## config.mk

```make
export PLATFORM = sky130hd
export DESIGN_NAME = wfmt_cell
export DESIGN_NICKNAME = d
export VERILOG_FILES = /design/src/rtl/wfmt_pkg.sv /design/src/rtl/wfmt_cell.sv
export SDC_FILE = /design/constraint.sdc
export NUM_CORES = 1
export LEC_CHECK = 0
export ABC_AREA = 1
export ABC_CLOCK_PERIOD_IN_PS = 4150
export BUFFER_PORTS_ARGS = -buffer_cell sky130_fd_sc_hd__buf_4
export CAP_MARGIN = 20
export CORE_ASPECT_RATIO = 0.9
export CORE_MARGIN = 2
export CORE_UTILIZATION = 50
export DETAILED_ROUTE_END_ITERATION = 6
export PLACE_DENSITY_LB_ADDON = 0.25
export SYNTH_ARGS = -nofsm -noshare
export SYNTH_HDL_FRONTEND = slang
export SYNTH_SLANG_ARGS = --single-unit
export TNS_END_PERCENT = 1
```

## constraint.sdc

```tcl
create_clock -name clk -period 4.15 [get_ports clk]
set_input_delay 0 -clock clk [delete_from_list [all_inputs] [get_ports clk]]
set_output_delay 0 -clock clk [all_outputs]
set_load 0.005 [all_outputs]
```

## src/rtl/wfmt_pkg.sv

```systemverilog
// ============================================================================
// Wildcard first-match table: shared package
// Field widths, default sizes, the operation and state codes, and the structs
// for the write command sent to every cell and the lookup word on the chain.
// ============================================================================
package wfmt_pkg;

    localparam int DEF_ENTRIES     = 32;
    localparam int DEF_KEY_FIELDS  = 4;
    localparam int DEF_FIELD_WIDTH = 16;

    // Fixed widths of the words on the ports.
    localparam int KEY_INPUTS = 4;
    localparam int KEY_IN_W   = 16;
    localparam int INDEX_W    = 5;
    localparam int VALUE_W    = 16;

    typedef enum logic {
        OP_LOOKUP = 1'b0,
        OP_WRITE  = 1'b1
    } op_t;

    typedef enum logic {
        ST_IDLE,
        ST_SEARCH
    } state_t;

    // Lookup word state that travels from cell to cell.
    typedef struct packed {
        logic               valid;
        logic               found;
        logic [VALUE_W-1:0] value;
        logic [INDEX_W-1:0] index;
    } tok_t;

    // Write command broadcast to every cell.
    typedef struct packed {
        logic                  en;
        logic [INDEX_W-1:0]    index;
        logic [KEY_INPUTS-1:0] mask;
        logic [VALUE_W-1:0]    value;
        logic                  enable;
    } wr_t;

endpackage

```

## src/rtl/wfmt_cell.sv

```systemverilog
// ============================================================================
// Wildcard first-match table: table cell
// Holds one table entry and compares it against the lookup word passing by.
// The first cell that hits marks the word as found; later cells leave it.
// ============================================================================
module wfmt_cell #(
    parameter int FIELD_WIDTH = 16,
    parameter int NUM_F       = 4,
    parameter int CELL_INDEX  = 0
) (
    input  logic                                   clk,
    input  logic                                   rst_n,
    input  wfmt_pkg::wr_t                          wr,
    input  logic [NUM_F-1:0][FIELD_WIDTH-1:0]      wr_key,
    input  logic                                   advance,
    input  wfmt_pkg::tok_t                         tok_in,
    input  logic [NUM_F-1:0][FIELD_WIDTH-1:0]      key_in,
    output wfmt_pkg::tok_t                         tok_out,
    output logic [NUM_F-1:0][FIELD_WIDTH-1:0]      key_out
);
    import wfmt_pkg::*;

    logic                                entry_valid_reg;
    logic [NUM_F-1:0][FIELD_WIDTH-1:0]   entry_key_reg;
    logic [NUM_F-1:0]                    entry_mask_reg;
    logic [VALUE_W-1:0]                  entry_value_reg;

    tok_t                                tok_reg;
    tok_t                                tok_next;
    logic [NUM_F-1:0][FIELD_WIDTH-1:0]   key_reg;

    logic                                wr_hit;
    logic                                hit;

    assign wr_hit = wr.en && (int'(wr.index) == CELL_INDEX);

    always_ff @(posedge clk or negedge rst_n)
    begin
        if (!rst_n)
        begin
            entry_valid_reg <= 1'b0;
        end
        else if (wr_hit)
        begin
            entry_valid_reg <= wr.enable;
        end
    end

    // Keys, mask and value are stored even when the entry is being removed.
    always_ff @(posedge clk)
    begin
        if (wr_hit)
        begin
            entry_key_reg   <= wr_key;
            entry_mask_reg  <= wr.mask[NUM_F-1:0];
            entry_value_reg <= wr.value;
        end
    end

    always_comb
    begin
        hit = entry_valid_reg;
        for (int f = 0; f < NUM_F; f++)
        begin
            if (!entry_mask_reg[f] && (entry_key_reg[f] != key_in[f]))
            begin
                hit = 1'b0;
            end
        end

        tok_next = tok_in;
        if (tok_in.valid && !tok_in.found && hit)
        begin
            tok_next.found = 1'b1;
            tok_next.value = entry_value_reg;
            tok_next.index = INDEX_W'(CELL_INDEX);
        end
    end

    always_ff @(posedge clk or negedge rst_n)
    begin
        if (!rst_n)
        begin
            tok_reg <= '0;
        end
        else if (advance)
        begin
            tok_reg <= tok_next;
        end
    end

    always_ff @(posedge clk)
    begin
        if (advance)
        begin
            key_reg <= key_in;
        end
    end

    assign tok_out = tok_reg;
    assign key_out = key_reg;

endmodule

```

==> metrics.txt <==
CTS tree=done; most frequent CP cell=nand2_1; Cell Area, Synth=7040 um2; commonest non-fill, non-tap cell in the layout=buf_4; fin cells=1279; syn nets=794; Synth Warn #=0; Mapped Cells=613; CTS root buf=clkbuf_16; vias post-DR=6200; via-per-instance ratio=4.85; routed wire length=22.3 mm; Slowest-stage cell, CP=edfxtp_1; GRT Total Usage=30.3%; number of cell rows=41; worst-path fanout max=17; Synth-to-Final Area Change=64.9%; Internal Power=3250 uW; die area=15000 um2; slowest stage delay, CP=390 ps; Sequential Power Share=47.9%; sequential element share of the synthesized area=71.7%; NetSw=939 uW; slew margin rel.=25.1%; number of library cell types mapped by synthesis=22; Post-route DRC=0; HPWL Detailed=11.9 mm; layout cells sized above 1=29.3%; Tcrit/Tclk final=53.6%; Clock Skew=9.59 ps; 1st-iter DRT viols=451; pin count of the biggest net entering global routing=89; combinational fraction of design power=13.1%; Worst Path Arrival=2590 ps; Worst-Skew Late Latency=430 ps; vias in the first global route=6662; PD cells=361 nW/um2; first-pass GRT wire length=33.6 mm; Setup Viol. Count Final=0; Routed wire per std cell=17.4 um; Buf+Inv Stages, Crit Path=2; final core utilization=83.5%; WP data required=4520 ps; cell count after placement=1067; fin nets=1249; drt pass-1 iters=5; clk sink count=172; CP endpoint kind=register; Switching Share=22.4%; Final Hold Fails=0; fmax=0.450 GHz; CP cell instances=nand2_1 -> inv_1 -> nor2_1 -> nor2_1 -> nand2_1 -> nor2_1 -> nand2_1 -> nand2_1 -> nand2_4 -> clkinv_2 -> nand2_1 -> nand3_1 -> nand2_1; Final Power=4190 uW; leak pwr=0.00535 uW; die width=129 um; H-tree depth=4; max-slew violation count=0; Worst Tran Pin Value=1120 ps; chip height=117 um; CTS buffer count=17; antenna violations before repair=3; Worst path top cell family by delay=simple AND/OR/NAND/NOR gates; clock network power share=39.0%; max cap viols=0; syn avg cell area=11.5 um2; clock tree buffer depth=2; min-delay src=wr[25]; antenna-violating nets left=0; global route overflow=0; initial core utilization=50.6%; Hold/Removal Path Class=in -> reg; WS Path Type=reg -> reg; RSZ-0062 raised after global routing=false; GPL Wtd Cong=0.782; Worst Setup Start Kind=register; crit path launch=entry_key_reg[9]; TNS Setup=0 ps; #FFs+latches synth=172; Worst-path clk slew=70 ps; R2R Path Start=entry_key_reg[9]; Buffers on Ports=267; Core Area=13900 um2; I/O pins=268; peak supply drop=0.315 mV; most frequent cells in the layout=269 x buf_4, 175 x dlygate4sd3_1, 168 x nand2_1; Tmin final=2220 ps; Filler cells=719; outcome=complete, no violations
==> worst reg2reg max path, delay by kind of cell, from the launching register on <==
family	cells	cell delay, ps
AND/OR/NAND/NOR	11	1400
buffers and inverters	2	380
flip-flops	1	390
==> kinds of logic (layout without fill, tap and decap cells) <==
group	after synthesis	in the layout	share of synthesized area [%]
AND/OR/NAND/NOR	300	300	18.2
other	0	5	0
XOR/XNOR	17	17	2.11
flip-flops	172	172	71.7
AO/OA/AOI/OAI	18	18	1.85
buffers and inverters	106	574	6.17
==> per-stage QoR <==
step,cell area [um2],hold WS [ps],setup slack [ps]
detailed placement,9250,-82.4,2150
global placement,9250,-92.1,2260
global route,11600,166,1750
finish,11600,162,1930
CTS,11600,136,2140
floorplan,7050,-296,237
==> synthesized netlist by cell type <==
| library cell | instances | area share [%] |
|---|---|---|
| nand3_4 | 1 | 0.25 |
| buf_12 | 1 | 0.28 |
| nor3_1 | 1 | 0.071 |
| nand2_1 | 168 | 9.0 |
| buf_6 | 2 | 0.32 |
| o21bai_1 | 16 | 1.7 |
| nor2_1 | 86 | 4.6 |
| a21oi_1 | 1 | 0.071 |
| xnor2_1 | 2 | 0.25 |
| nand3_2 | 10 | 1.4 |
| edfxtp_1 | 148 | 63 |
| nand3_1 | 28 | 2.0 |
| nand2_4 | 3 | 0.48 |
| inv_1 | 97 | 5.2 |
| nand2_2 | 2 | 0.18 |
| nor2_8 | 1 | 0.28 |
| xor2_1 | 15 | 1.9 |
| o21ai_0 | 1 | 0.071 |
| buf_2 | 3 | 0.21 |
| clkinv_2 | 1 | 0.071 |
| dfrtp_1 | 24 | 8.5 |
| clkbuf_1 | 2 | 0.11 |
==> timing repair <==
action,4_1_cts,5_1_grt
hold buffers,175,0
hold endpoints to repair,196,0
gates resized for setup,0,0
buffers inserted,0,0
==> cell type report <==
cell class	count	area, um2	area share (%)
diodes	5	12.5	0.108
clock buffers	17	425	3.66
clock inverters	15	171	1.48
inverters	98	369	3.18
multi-input cells	335	1570	13.5
flip-flops and latches	172	5040	43.5
well taps	193	241	2.08
repair buffers	444	3770	32.5
==> path summary, 6_finish.rpt <==
| path | to | slack [ps] | cells past startpoint |
|---|---|---|---|
| max in group asynchronous | tok_out[2] | 2770 | 4 |
| hold reg to reg | tok_out[20] | 490 | 2 |
| hold / removal | entry_key_reg[9] | 160 | 3 |
| setup / recovery | tok_out[3] | 1930 | 13 |
| setup reg to reg | tok_out[3] | 1930 | 13 |
| min in group asynchronous | tok_out[22] | 540 | 3 |
==> power by group through the flow <==
stage	clock (uW)	combinational (uW)	sequential, uW
after detailed placement	0	387	2040
after global placement	0	375	2030
after CTS	1630	526	2000
after global routing	1710	586	2010
final	1640	548	2010
after floorplan	0	87.1	2040
==> metal layers <==
metal / part of all wire [%] / vias to the layer above / track usage, % / wire length (um)
met5: 0 / - / 0 / 0
met4: 4.4 / 0 / 18.1 / 979
met3: 6.3 / 80 / 6.92 / 1410
met2: 55 / 331 / 56.5 / 12200
met1: 35 / 2911 / 31.1 / 7690
li1: - / 2878 / - / -
(Power assumes the default switching activity.)
